==> src/rtl/nrsh_pkg.sv <==
`default_nettype none
package nrsh_pkg;

    localparam int COORD_WIDTH_DEF = 32;
    localparam int DIR_WIDTH       = 18;
    localparam int PARAM_WIDTH     = 31;
    localparam int PARAM_SHIFT     = 16;
    // saturation test: n1 >= d << (PARAM_WIDTH - PARAM_SHIFT)
    localparam int SAT_SHIFT       = PARAM_WIDTH - PARAM_SHIFT;
    localparam int T1_SHIFT        = PARAM_WIDTH - 1;

    localparam logic [PARAM_WIDTH-1:0] PARAM_MAX = '1;

    typedef enum logic {
        OP_MUL,
        OP_DIV
    } nrsh_op_t;

    typedef struct packed {
        logic     start;
        nrsh_op_t op;
        logic     clr;
        logic     neg;
    } nrsh_cmd_t;

endpackage
`default_nettype wire

==> src/rtl/nearest_ray_segment_hit_top.sv <==
`default_nettype none
// Nearest hit of a 2D ray on a run of wall segments, Q16.16 fixed point. Each request
// carries one ray and one segment; the nearest hit with ray parameter T1 >= 0 and
// segment parameter 0 <= T2 <= 1 is kept, and the request marked with s_tlast returns
// one result (hit flag, point, saturated T1) and clears the kept hit. Parallel or
// degenerate segments never hit. One shift-add/subtract unit computes the six cross
// products, the T1 quotient and the two point offsets one bit per cycle, so a miss is
// the quickest request and a hit that becomes the new nearest the slowest. s_tready is
// high only between requests; a waiting result sits in its own register and does not
// hold off the next request.
module nearest_ray_segment_hit_top
    import nrsh_pkg::*;
#(
    parameter  int COORD_WIDTH = COORD_WIDTH_DEF,
    localparam int IN_BITS     = 6 * COORD_WIDTH + 2 * DIR_WIDTH,
    localparam int IN_W        = ((IN_BITS + 7) / 8) * 8,
    localparam int OUT_BITS    = 2 * COORD_WIDTH + PARAM_WIDTH,
    localparam int OUT_W       = ((OUT_BITS + 7) / 8) * 8
) (
    input  wire logic                aclk,
    input  wire logic                aresetn,
    input  wire logic                s_tvalid,
    output logic                     s_tready,
    // ray_origin_x, ray_origin_y, ray_dir_x, ray_dir_y,
    // seg_start_x, seg_start_y, seg_end_x, seg_end_y
    input  wire logic [IN_W-1:0]     s_tdata,
    input  wire logic                s_tlast,
    output logic                     m_tvalid,
    input  wire logic                m_tready,
    // hit_x, hit_y, hit_param
    output logic [OUT_W-1:0]         m_tdata,
    // hit_found
    output logic                     m_tuser
);

    localparam int CW       = COORD_WIDTH;
    localparam int SW       = CW + 1;
    localparam int DW       = CW + 20;
    localparam int N1W      = 2 * CW + 3;
    localparam int WW       = (2 * CW + 22 > CW + 52) ? 2 * CW + 22 : CW + 52;
    localparam int MBW      = CW + 2;
    localparam int QW       = (CW + 1 > PARAM_WIDTH) ? CW + 1 : PARAM_WIDTH;
    localparam int MAXN     = (MBW > QW) ? MBW : QW;
    localparam int NBW      = $clog2(MAXN + 1);

    typedef enum logic [3:0] {
        S_IDLE,
        S_D0,
        S_D1,
        S_N1A,
        S_N1B,
        S_N2A,
        S_N2B,
        S_TEST,
        S_SAT,
        S_T1,
        S_CMP,
        S_XM,
        S_XD,
        S_YM,
        S_YD,
        S_DONE
    } state_t;

    state_t                  state_reg;
    logic                    pend_reg;
    logic [SW-1:0]           sdx_reg, sdy_reg, qx_reg, qy_reg;
    logic [DIR_WIDTH-1:0]    rx_reg, ry_reg;
    logic [CW-1:0]           ax_reg, ay_reg;
    logic                    last_reg;
    logic [DW-1:0]           d_reg;
    logic [N1W-1:0]          n1_reg;
    logic [DW-1:0]           n2_reg;
    logic [PARAM_WIDTH-1:0]  param_reg;
    logic                    best_valid_reg;
    logic [CW-1:0]           best_x_reg, best_y_reg;
    logic [PARAM_WIDTH-1:0]  best_param_reg;
    logic                    m_valid_reg;
    logic                    out_found_reg;
    logic [CW-1:0]           out_x_reg, out_y_reg;
    logic [PARAM_WIDTH-1:0]  out_param_reg;

    logic [CW-1:0]           in_ox, in_oy, in_sx, in_sy, in_ex, in_ey;
    logic [DIR_WIDTH-1:0]    in_rx, in_ry;
    logic [SW-1:0]           in_sdx, in_sdy, in_qx, in_qy;

    nrsh_cmd_t               cmd;
    logic [NBW-1:0]          nbits;
    logic [WW-1:0]           opa, opd;
    logic [MBW-1:0]          opb;
    logic                    arith;
    logic                    u_done;
    logic [WW-1:0]           u_acc;
    logic [QW-1:0]           u_quo;

    logic                    d_neg;
    logic [DW-1:0]           d_mag;
    logic [WW-1:0]           d_wide, n1_wide, n2_wide;
    logic                    hit_ok, better, use_y;
    logic [SW-1:0]           off_delta, off_mag;
    logic [CW-1:0]           base_sel;
    logic [SW-1:0]           off_q;
    logic                    rem_nz;
    logic [CW+1:0]           off_sum;
    logic                    emit;

    assign in_ox = s_tdata[CW-1:0];
    assign in_oy = s_tdata[2*CW-1:CW];
    assign in_rx = s_tdata[2*CW +: DIR_WIDTH];
    assign in_ry = s_tdata[2*CW+DIR_WIDTH +: DIR_WIDTH];
    assign in_sx = s_tdata[2*CW+2*DIR_WIDTH +: CW];
    assign in_sy = s_tdata[3*CW+2*DIR_WIDTH +: CW];
    assign in_ex = s_tdata[4*CW+2*DIR_WIDTH +: CW];
    assign in_ey = s_tdata[5*CW+2*DIR_WIDTH +: CW];

    assign in_sdx = {in_ex[CW-1], in_ex} - {in_sx[CW-1], in_sx};
    assign in_sdy = {in_ey[CW-1], in_ey} - {in_sy[CW-1], in_sy};
    assign in_qx  = {in_sx[CW-1], in_sx} - {in_ox[CW-1], in_ox};
    assign in_qy  = {in_sy[CW-1], in_sy} - {in_oy[CW-1], in_oy};

    // n1 and n2 are accumulated with the sign of d folded in, so they are already normalized
    assign d_neg   = d_reg[DW-1];
    assign d_mag   = d_neg ? (~d_reg + DW'(1)) : d_reg;
    assign d_wide  = {{(WW-DW){1'b0}}, d_mag};
    assign n1_wide = {{(WW-N1W){n1_reg[N1W-1]}}, n1_reg};
    assign n2_wide = {{(WW-DW){n2_reg[DW-1]}}, n2_reg};

    assign hit_ok = (|d_reg) && !n1_reg[N1W-1] && !n2_reg[DW-1] && (n2_reg <= d_mag);
    assign better = !best_valid_reg || (param_reg < best_param_reg);

    assign use_y     = (state_reg == S_YM) || (state_reg == S_YD);
    assign off_delta = use_y ? sdy_reg : sdx_reg;
    assign off_mag   = off_delta[SW-1] ? (~off_delta + SW'(1)) : off_delta;
    assign base_sel  = use_y ? ay_reg : ax_reg;
    assign off_q     = u_quo[SW-1:0];
    assign rem_nz    = |u_acc;

    // floor of a negative offset: base - q - (remainder != 0)
    assign off_sum = {base_sel[CW-1], base_sel[CW-1], base_sel}
                   + (off_delta[SW-1] ? ~{1'b0, off_q} : {1'b0, off_q})
                   + (CW+2)'(off_delta[SW-1] & ~rem_nz);

    assign emit = (state_reg == S_DONE) && last_reg && (!m_valid_reg || m_tready);

    always_comb begin
        cmd   = '{start: 1'b0, op: OP_MUL, clr: 1'b0, neg: 1'b0};
        nbits = '0;
        opa   = '0;
        opb   = '0;
        opd   = '0;
        arith = 1'b1;
        unique case (state_reg)
            S_D0: begin
                cmd.clr = 1'b1;
                opa     = {{(WW-SW){sdy_reg[SW-1]}}, sdy_reg};
                opb     = {{(MBW-DIR_WIDTH){rx_reg[DIR_WIDTH-1]}}, rx_reg};
                nbits   = NBW'(DIR_WIDTH);
            end
            S_D1: begin
                cmd.neg = 1'b1;
                opa     = {{(WW-SW){sdx_reg[SW-1]}}, sdx_reg};
                opb     = {{(MBW-DIR_WIDTH){ry_reg[DIR_WIDTH-1]}}, ry_reg};
                nbits   = NBW'(DIR_WIDTH);
            end
            S_N1A: begin
                cmd.clr = 1'b1;
                cmd.neg = d_neg;
                opa     = {{(WW-SW){sdy_reg[SW-1]}}, sdy_reg};
                opb     = {{(MBW-SW){qx_reg[SW-1]}}, qx_reg};
                nbits   = NBW'(SW);
            end
            S_N1B: begin
                cmd.neg = ~d_neg;
                opa     = {{(WW-SW){sdx_reg[SW-1]}}, sdx_reg};
                opb     = {{(MBW-SW){qy_reg[SW-1]}}, qy_reg};
                nbits   = NBW'(SW);
            end
            S_N2A: begin
                cmd.clr = 1'b1;
                cmd.neg = d_neg;
                opa     = {{(WW-SW){qx_reg[SW-1]}}, qx_reg};
                opb     = {{(MBW-DIR_WIDTH){ry_reg[DIR_WIDTH-1]}}, ry_reg};
                nbits   = NBW'(DIR_WIDTH);
            end
            S_N2B: begin
                cmd.neg = ~d_neg;
                opa     = {{(WW-SW){qy_reg[SW-1]}}, qy_reg};
                opb     = {{(MBW-DIR_WIDTH){rx_reg[DIR_WIDTH-1]}}, rx_reg};
                nbits   = NBW'(DIR_WIDTH);
            end
            S_SAT: begin
                cmd.op = OP_DIV;
                opd    = n1_wide;
                opa    = d_wide << SAT_SHIFT;
                nbits  = NBW'(1);
            end
            S_T1: begin
                cmd.op = OP_DIV;
                opd    = n1_wide << PARAM_SHIFT;
                opa    = d_wide << T1_SHIFT;
                nbits  = NBW'(PARAM_WIDTH);
            end
            S_XM, S_YM: begin
                cmd.clr = 1'b1;
                opa     = n2_wide;
                opb     = {1'b0, off_mag};
                nbits   = NBW'(MBW);
            end
            S_XD, S_YD: begin
                cmd.op = OP_DIV;
                opd    = u_acc;
                opa    = d_wide << CW;
                nbits  = NBW'(SW);
            end
            S_IDLE, S_TEST, S_CMP, S_DONE: begin
                arith = 1'b0;
            end
        endcase
        cmd.start = arith && !pend_reg;
    end

    nrsh_unit #(
        .COORD_WIDTH(COORD_WIDTH)
    ) u_nrsh_unit (
        .aclk    (aclk),
        .aresetn (aresetn),
        .cmd     (cmd),
        .nbits   (nbits),
        .opa     (opa),
        .opb     (opb),
        .opd     (opd),
        .done    (u_done),
        .acc     (u_acc),
        .quo     (u_quo)
    );

    always_ff @(posedge aclk) begin
        if (!aresetn) begin
            state_reg      <= S_IDLE;
            pend_reg       <= 1'b0;
            best_valid_reg <= 1'b0;
            best_x_reg     <= '0;
            best_y_reg     <= '0;
            best_param_reg <= '0;
            m_valid_reg    <= 1'b0;
        end else begin
            if (cmd.start) begin
                pend_reg <= 1'b1;
            end else if (u_done) begin
                pend_reg <= 1'b0;
            end

            if (emit) begin
                m_valid_reg <= 1'b1;
            end else if (m_tready) begin
                m_valid_reg <= 1'b0;
            end

            unique case (state_reg)
                S_IDLE: begin
                    if (s_tvalid) begin
                        sdx_reg   <= in_sdx;
                        sdy_reg   <= in_sdy;
                        qx_reg    <= in_qx;
                        qy_reg    <= in_qy;
                        rx_reg    <= in_rx;
                        ry_reg    <= in_ry;
                        ax_reg    <= in_sx;
                        ay_reg    <= in_sy;
                        last_reg  <= s_tlast;
                        state_reg <= S_D0;
                    end
                end
                S_D0: begin
                    if (u_done) begin
                        state_reg <= S_D1;
                    end
                end
                S_D1: begin
                    if (u_done) begin
                        d_reg     <= u_acc[DW-1:0];
                        state_reg <= S_N1A;
                    end
                end
                S_N1A: begin
                    if (u_done) begin
                        state_reg <= S_N1B;
                    end
                end
                S_N1B: begin
                    if (u_done) begin
                        n1_reg    <= u_acc[N1W-1:0];
                        state_reg <= S_N2A;
                    end
                end
                S_N2A: begin
                    if (u_done) begin
                        state_reg <= S_N2B;
                    end
                end
                S_N2B: begin
                    if (u_done) begin
                        n2_reg    <= u_acc[DW-1:0];
                        state_reg <= S_TEST;
                    end
                end
                S_TEST: begin
                    state_reg <= hit_ok ? S_SAT : S_DONE;
                end
                S_SAT: begin
                    if (u_done) begin
                        if (u_quo[0]) begin
                            param_reg <= PARAM_MAX;
                            state_reg <= S_CMP;
                        end else begin
                            state_reg <= S_T1;
                        end
                    end
                end
                S_T1: begin
                    if (u_done) begin
                        param_reg <= u_quo[PARAM_WIDTH-1:0];
                        state_reg <= S_CMP;
                    end
                end
                S_CMP: begin
                    if (better) begin
                        best_valid_reg <= 1'b1;
                        best_param_reg <= param_reg;
                        state_reg      <= S_XM;
                    end else begin
                        state_reg <= S_DONE;
                    end
                end
                S_XM: begin
                    if (u_done) begin
                        state_reg <= S_XD;
                    end
                end
                S_XD: begin
                    if (u_done) begin
                        best_x_reg <= off_sum[CW-1:0];
                        state_reg  <= S_YM;
                    end
                end
                S_YM: begin
                    if (u_done) begin
                        state_reg <= S_YD;
                    end
                end
                S_YD: begin
                    if (u_done) begin
                        best_y_reg <= off_sum[CW-1:0];
                        state_reg  <= S_DONE;
                    end
                end
                S_DONE: begin
                    if (!last_reg) begin
                        state_reg <= S_IDLE;
                    end else if (emit) begin
                        out_found_reg  <= best_valid_reg;
                        out_x_reg      <= best_x_reg;
                        out_y_reg      <= best_y_reg;
                        out_param_reg  <= best_param_reg;
                        best_valid_reg <= 1'b0;
                        best_x_reg     <= '0;
                        best_y_reg     <= '0;
                        best_param_reg <= '0;
                        state_reg      <= S_IDLE;
                    end
                end
            endcase
        end
    end

    assign s_tready = (state_reg == S_IDLE);
    assign m_tvalid = m_valid_reg;
    assign m_tuser  = out_found_reg;
    assign m_tdata  = OUT_W'({out_param_reg, out_y_reg, out_x_reg});

endmodule
`default_nettype wire

==> src/rtl/nrsh_unit.sv <==
`default_nettype none
module nrsh_unit
    import nrsh_pkg::*;
#(
    parameter  int COORD_WIDTH = COORD_WIDTH_DEF,
    localparam int CW          = COORD_WIDTH,
    localparam int WW          = (2 * CW + 22 > CW + 52) ? 2 * CW + 22 : CW + 52,
    localparam int MBW         = CW + 2,
    localparam int QW          = (CW + 1 > PARAM_WIDTH) ? CW + 1 : PARAM_WIDTH,
    localparam int MAXN        = (MBW > QW) ? MBW : QW,
    localparam int NBW         = $clog2(MAXN + 1)
) (
    input  wire logic                aclk,
    input  wire logic                aresetn,
    input  wire nrsh_cmd_t           cmd,
    input  wire logic [NBW-1:0]      nbits,
    input  wire logic [WW-1:0]       opa,
    input  wire logic [MBW-1:0]      opb,
    input  wire logic [WW-1:0]       opd,
    output logic                     done,
    output logic [WW-1:0]            acc,
    output logic [QW-1:0]            quo
);

    logic [WW-1:0]  acc_reg;
    logic [WW-1:0]  ma_reg;
    logic [MBW-1:0] mb_reg;
    logic [QW-1:0]  q_reg;
    logic [NBW-1:0] cnt_reg;
    logic           busy_reg;
    logic           done_reg;
    logic           neg_reg;
    nrsh_op_t       op_reg;

    logic           last_step;
    logic           sub;
    logic [WW-1:0]  addend;
    logic [WW-1:0]  sum;

    // multiply: signed shift-add, sign bit of the multiplier subtracts
    // divide: restoring, divisor shifts right one place per step
    assign last_step = (cnt_reg == NBW'(1));
    assign sub       = (op_reg == OP_DIV) ? 1'b1 : (neg_reg ^ last_step);
    assign addend    = sub ? ~ma_reg : ma_reg;
    assign sum       = acc_reg + addend + WW'(sub);

    always_ff @(posedge aclk) begin
        if (!aresetn) begin
            busy_reg <= 1'b0;
            done_reg <= 1'b0;
            cnt_reg  <= '0;
            op_reg   <= OP_MUL;
            neg_reg  <= 1'b0;
        end else begin
            done_reg <= busy_reg && !cmd.start && last_step;
            if (cmd.start) begin
                busy_reg <= 1'b1;
                cnt_reg  <= nbits;
                op_reg   <= cmd.op;
                neg_reg  <= cmd.neg;
                ma_reg   <= opa;
                mb_reg   <= opb;
                q_reg    <= '0;
                if (cmd.op == OP_DIV) begin
                    acc_reg <= opd;
                end else if (cmd.clr) begin
                    acc_reg <= '0;
                end
            end else if (busy_reg) begin
                unique case (op_reg)
                    OP_MUL: begin
                        if (mb_reg[0]) begin
                            acc_reg <= sum;
                        end
                        ma_reg <= ma_reg << 1;
                        mb_reg <= {mb_reg[MBW-1], mb_reg[MBW-1:1]};
                    end
                    OP_DIV: begin
                        if (!sum[WW-1]) begin
                            acc_reg <= sum;
                        end
                        q_reg  <= {q_reg[QW-2:0], ~sum[WW-1]};
                        ma_reg <= ma_reg >> 1;
                    end
                endcase
                cnt_reg <= cnt_reg - NBW'(1);
                if (last_step) begin
                    busy_reg <= 1'b0;
                end
            end
        end
    end

    assign done = done_reg;
    assign acc  = acc_reg;
    assign quo  = q_reg;

endmodule
`default_nettype wire

==> config.mk <==
export PLATFORM = sky130hd
export DESIGN_NAME = nearest_ray_segment_hit_top
export DESIGN_NICKNAME = d
export VERILOG_FILES = /design/src/rtl/nrsh_pkg.sv /design/src/rtl/nearest_ray_segment_hit_top.sv /design/src/rtl/nrsh_unit.sv
export SDC_FILE = /design/constraint.sdc
export NUM_CORES = 2
export LEC_CHECK = 0
export CAP_MARGIN = 30
export CORE_UTILIZATION = 54
export CTS_BUF_LIST = sky130_fd_sc_hd__clkbuf_2 sky130_fd_sc_hd__clkbuf_4 sky130_fd_sc_hd__clkbuf_8
export CTS_CLUSTER_DIAMETER = 60
export DETAILED_ROUTE_END_ITERATION = 7
export DONT_BUFFER_PORTS = 1
export PLACE_DENSITY = 0.69
export SETUP_SLACK_MARGIN = 0.1
export SLEW_MARGIN = 20
export SYNTH_ARGS = -nofsm -noshare
export SYNTH_HDL_FRONTEND = slang
export SYNTH_SLANG_ARGS = --single-unit
export TNS_END_PERCENT = 30
==> constraint.sdc <==
create_clock -name aclk -period 17.9 [get_ports aclk]
set_clock_uncertainty 0.2 [all_clocks]
set_input_delay 5.37 -clock aclk [delete_from_list [all_inputs] [get_ports aclk]]
set_output_delay 5.37 -clock aclk [all_outputs]
set_load 0.005 [all_outputs]
; Yosys cells after proc, flatten, opt, wreduce, memory -nomap -nowiden
; Cells that the tools add are included.
[classes]
add_sub_neg = 11
magnitude_cmp = 2
eq_ne = 39
n_mux = 75
bitwise = 10
n_reduce_logical = 56
[ops]
columns = operator, count
row1 = 86-bit 2-to-1 mux, 9
row2 = 86-bit one-hot mux with 8 select lines, 1
row3 = 86-bit one-hot mux with 2 select lines, 2
row4 = 86-bit one-hot mux with 3 select lines, 1
row5 = 32-bit 2-to-1 mux, 7
row6 = 31-bit 2-to-1 mux, 6
row7 = 34-bit one-hot mux with 5 select lines, 1
row8 = 32-bit by 32-bit subtractor with 33-bit output, 4
row9 = 32-bit one-hot mux with 2 select lines, 2
row10 = 31-bit one-hot mux with 2 select lines, 2
row11 = 33-bit 2-to-1 mux, 3
row12 = 86-bit by 1-bit adder with 86-bit output, 1
row13 = 86-bit adder, 1
row14 = 86-bit NOT, 1
row15 = 86-bit OR reduction, 1
row16 = 34-bit 2-to-1 mux, 2
row17 = 32-bit adder, 2
row18 = 4-bit one-hot mux with 16 select lines, 1
row19 = 4-bit 2-to-1 mux, 15
row20 = 52-bit by 1-bit adder with 52-bit output (second input constant), 1
row21 = 52-bit <= comparator, 1
row22 = 52-bit 2-to-1 mux, 1
row23 = 52-bit NOT, 1
row24 = 52-bit OR reduction, 1
row25 = other kinds (40), 126
[totals]
ff_bits = 881
input_bits = 237
output_inout_bits = 99
word_cells = 227

; Logic depth before layout (Yosys ltp)
[depth]
ltp_word = 10
depth_mapped = 25
mapped_depth_nobuf = 21

; By module
; A second synthesis with hierarchy kept.
[hier_totals]
cells_unflattened = 5360
hier_area_um2 = 54611.1
[modules_own_cells]
columns = module, instances, cells_per_inst, area_per_inst_um2, seq_area_each_um2
row1 = nearest_ray_segment_hit_top, 1, 3580, 37413.4, 17987.3
row2 = nrsh_unit, 1, 1780, 17197.7, 7377.1

; Worst setup path before layout
; No wires, ideal clock.
[synth_path]
path_type = input -> register
startpoint = in aresetn
endpoint = reg u_nrsh_unit.acc_reg[0], in the netlist u_nrsh_unit.acc[0], enable pin
setup_ns = 0.582
arrival_ns = 12.095
required_time_ns = 17.118
path_slack_ns = 5.023
cell_stages = 4
path_buffers = 0
path_cell_list = o21ai_0 inv_1 o311ai_0 a31oi_1
[synth_between]
elab_chain_cells = 1
[synth_lines]
columns = item, line_no
row1 = "start, declared", nearest_ray_segment_hit_top.sv:21  ; input wire logic aresetn,
row2 = 6-bit AND reduction (no line), --
row3 = "end signal, assigned", nrsh_unit.sv:65  ; acc_reg <= opd;
row4 = "end signal, assigned", nrsh_unit.sv:73  ; acc_reg <= sum;
row5 = "end signal, assigned", nrsh_unit.sv:80  ; acc_reg <= sum;
row6 = "end, declared", nrsh_unit.sv:25  ; logic [WW-1:0] acc_reg;
; Every way passes these cells.
; A chain may end at the register's enable or synchronous reset.

; Worst setup path in the final report
[layout_path]
startpoint = in s_tdata[196]
endpoint = reg sdy_reg[30], data pin
[layout_between]
elab_chain_cells = 1
[layout_lines]
columns = item, line_no
row1 = "start, declared", nearest_ray_segment_hit_top.sv:26  ; input wire logic [IN_W-1:0] s_tdata,
row2 = 32-bit by 32-bit subtractor with 33-bit output, nearest_ray_segment_hit_top.sv:117  ; assign in_sdy = {in_ey[CW-1], in_ey} - {in_sy[CW-1], in_sy};
row3 = named net in_sdy[30], nearest_ray_segment_hit_top.sv:85  ; logic [SW-1:0] in_sdx, in_sdy, in_qx, in_qy;
row4 = "end signal, assigned", nearest_ray_segment_hit_top.sv:263  ; sdy_reg <= in_sdy;
row5 = "end, declared", nearest_ray_segment_hit_top.sv:67  ; logic [SW-1:0] sdx_reg, sdy_reg, qx_reg, qy_reg;
; The timed path passes the listed nets, and every way through them passes these cells.

==> metrics.txt <==
status=finished with violations; failing checks=DRC; Worst EP required=18380 ps; Final period util=0.489; DRT iter0 DRCs=5008; I/O Buffers=0; Design Area, Final=roughly 57000 um^2; terminus of the critical flop-to-flop path=u_nrsh_unit.acc[9]; Comb pwr share=0.289; Post-DP Area=54100 um^2; VDD IR-drop max=between 80 and 90 uV; CTS H-Tree Depth=4; CP Capture Type=flop; Crit. Startpoint=s_tdata[196]; DP HPWL=roughly 120 mm; Die Area=99300 um^2; Crit-path slowest cell=a2111oi_0; worst-path cell chain=inv_1, ha_1, fa_1, nand2b_1, a21boi_0, o21ai_0, a2111oi_0, buf_1, o21ai_0, a211oi_1, o31ai_1, a21oi_1, a21o_1, a21oi_1, xnor2_1; unrepaired setup endpoints after global routing=no; Die Ht=315 um; WHS=approximately 230 ps; Worst setup SP type=primary input; actual slew at the worst max-slew pin=around 1100 ps; clk_lat worst skew=approximately 880 ps; R2R Path Start=u_nrsh_unit.cnt_reg[2]; # setup viols final=0; final net count=5625; Pint=4.19 mW; CTS buffer count=152; ratio of cells with drive above 1 in the final layout=0.0749; Hold/Removal Path Class=reg -> reg; largest net degree at the start of global routing=151; Synth cell types=between 90 and 100; Fill cells=between 8000 and 9000; setup TNS=0 ps; cell accounting for the most synthesized area=edfxtp_1; Crit Path Category=in -> reg; Max Cap Violations=0; Area Overhead vs Synth=8.15%; Worst Hold Depth=0; Clk pin slew, worst setup/hold paths=approximately 60 ps; Rel. slew slack=0.283; YS warnings=0; Setup Buffers After CTS=0; Slew Limit Fails=0; Synth Net Count=5685; Synth Instances=5113; TritonRoute pass-1 iters=8; Initial Utilization=0.546; I/O pins=336; Die Wd=315 um; Post-route DRC=123; Final Critical Period=8750 ps; WL final=167 mm; post-synthesis area per instance=roughly 10 um^2; vias in the first global route=39200; clock sinks=881; Root Buffer=clkbuf_8; Worst Hold End=out_y_reg[17]; core area=between 90000 and 100000 um^2; wire per inst=roughly 26 um; Cell Pwr Density=111 nW/um^2; P_leak=20.8 nW; clock tree buffer depth=3; R2R Setup Slk=between 9000 and 10000 ps; Tot GR Track Use=0.326; WP data arrival=just over 9000 ps; CTS tree=yes; P_sw=around 2.1 mW; R2R depth=21; critical path peak fanout=3; Area contributors post-synth=edfxtp_1 (44%), ha_1 (7.8%), xnor2_1 (4.6%); FF+latch count, synth=881; initial antenna violation count=10; top-area cell type share of the netlist area=0.436; Synth async-reset ratio=0; Mapped Area=52900 um^2; final hold vios=0; gpl congestion=0.973; CTS Hold Bufs=0; GRT overflow=0; fmax=114 MHz; post-CTS resize count=0; vias=41700; row count=114; Top FF cell, synth=edfxtp_1; Worst Hold Launch=best_y_reg[17]; first-pass GRT wire length=between 200 and 250 mm; switching share of power=0.337; Seq pwr share=0.409; Worst path max stage delay=490 ps; post-synthesis sequential area ratio=0.479; Post-synth EDFFs=about 770; Clk network pwr share=0.302; DRT antenna net count=0; Via density=between 6 and 7
[cell usage in the layout (no fill, tap or decap), types with 41 or more instances in the layout]
cell type / netlist / final
edfxtp_1: 769 / 769
nand2_1: 437 / 436
a21oi_1: 356 / 354
ha_1: 328 / 328
o21ai_0: 289 / 289
xnor2_1: 280 / 280
inv_1: 278 / 277
nor2_1: 212 / 201
clkbuf_8: 0 / 154
nand3_1: 147 / 147
a21o_1: 141 / 141
xor2_1: 129 / 129
dfxtp_1: 112 / 111
a22oi_1: 101 / 101
mux2i_1: 92 / 91
nand4_1: 77 / 77
o22ai_1: 72 / 72
nor2b_1: 63 / 63
and2_1: 59 / 59
a211oi_1: 57 / 57
nor3_1: 62 / 56
a21boi_0: 56 / 56
clkbuf_4: 0 / 54
or3_1: 51 / 50
buf_4: 1 / 49
o221ai_1: 48 / 48
o21bai_1: 42 / 42
nand2b_1: 41 / 41
[power groups by stage]
| stage | combinational (mW) | clock [mW] | sequential (mW) |
|---|---|---|---|
| 6_report | 1.83 | 1.91 | 2.59 |
| 5_1_grt | 1.99 | 2.01 | 2.60 |
| 4_1_cts | 1.81 | 1.93 | 2.59 |
| 3_5_place_dp | 1.79 | 0 | 2.63 |
| 3_3_place_gp | 1.78 | 0 | 2.63 |
| 2_1_floorplan | 1.34 | 0 | 2.57 |
[per-stage QoR]
step	std cells	setup WS [ps]	util	total power [mW]
after global placement	6169	7870	0.558	4.40
after detailed placement	6173	8340	0.558	4.42
after CTS	6441	9280	0.590	6.32
after floorplan	5113	5020	-	3.91
after global routing	6445	8970	0.591	6.59
final	6447	9150	0.591	6.33
[metal layers]
| layer | track usage | vias to the layer above | routed length [um] |
|---|---|---|---|
| met5 | 0 | - | 74 |
| met4 | 0.149 | 10 | 7920 |
| met3 | 0.0722 | 403 | 14400 |
| met2 | 0.522 | 2127 | 77700 |
| met1 | 0.423 | 20000 | 66500 |
| li1 | - | 19100 | - |
[worst max path at each step]
stage	to	slack [ps]
5_1_grt	sdy_reg[30]	8970
4_1_cts	sdy_reg[30]	9280
3_5_place_dp	sdy_reg[30]	8340
2_1_floorplan	u_nrsh_unit.acc[0]	5020
3_3_place_gp	sdy_reg[30]	7870
6_report	sdy_reg[30]	9150
[Yosys cell counts (51+ instances only)]
library cell and count:
a211oi_1 57, a21boi_0 56, a21o_1 141, a21oi_1 356
a22oi_1 101, and2_1 59, clkbuf_1 238, dfxtp_1 112
edfxtp_1 769, ha_1 328, inv_1 278, mux2i_1 92
nand2_1 437, nand3_1 147, nand4_1 77, nor2_1 212
nor2b_1 63, nor3_1 62, o21ai_0 289, o22ai_1 72
or3_1 51, xnor2_1 280, xor2_1 129
[cell type report]
cell class,count,area (um^2),share of cell area
inverters,279,1050,0.0183
well taps,1276,1600,0.0279
multi-input cells,3683,25700,0.448
clock buffers,208,2520,0.0441
diodes,4,10.0,0.000175
clock inverters,60,559,0.00977
repair buffers,56,487,0.00850
flip-flops and latches,881,25300,0.443
[logic make-up after synthesis]
family / count (synthesis) / synth area share
xor+xnor: 412 / 0.0686
buf+inv: 549 / 0.0393
simple gates: 1301 / 0.120
compound gates: 1528 / 0.192
other cells: 1 / 0.0000709
flops: 881 / 0.479
mux: 106 / 0.0204
fa+ha+maj: 335 / 0.0802
[critical path: cells and delay by family]
family	cells	cell delay [ps]
xor+xnor	1	290
simple gates	1	160
fa+ha+maj	2	590
compound gates	9	2550
buf+inv	2	260
No activity file was read; power rests on OpenSTA's default activity.
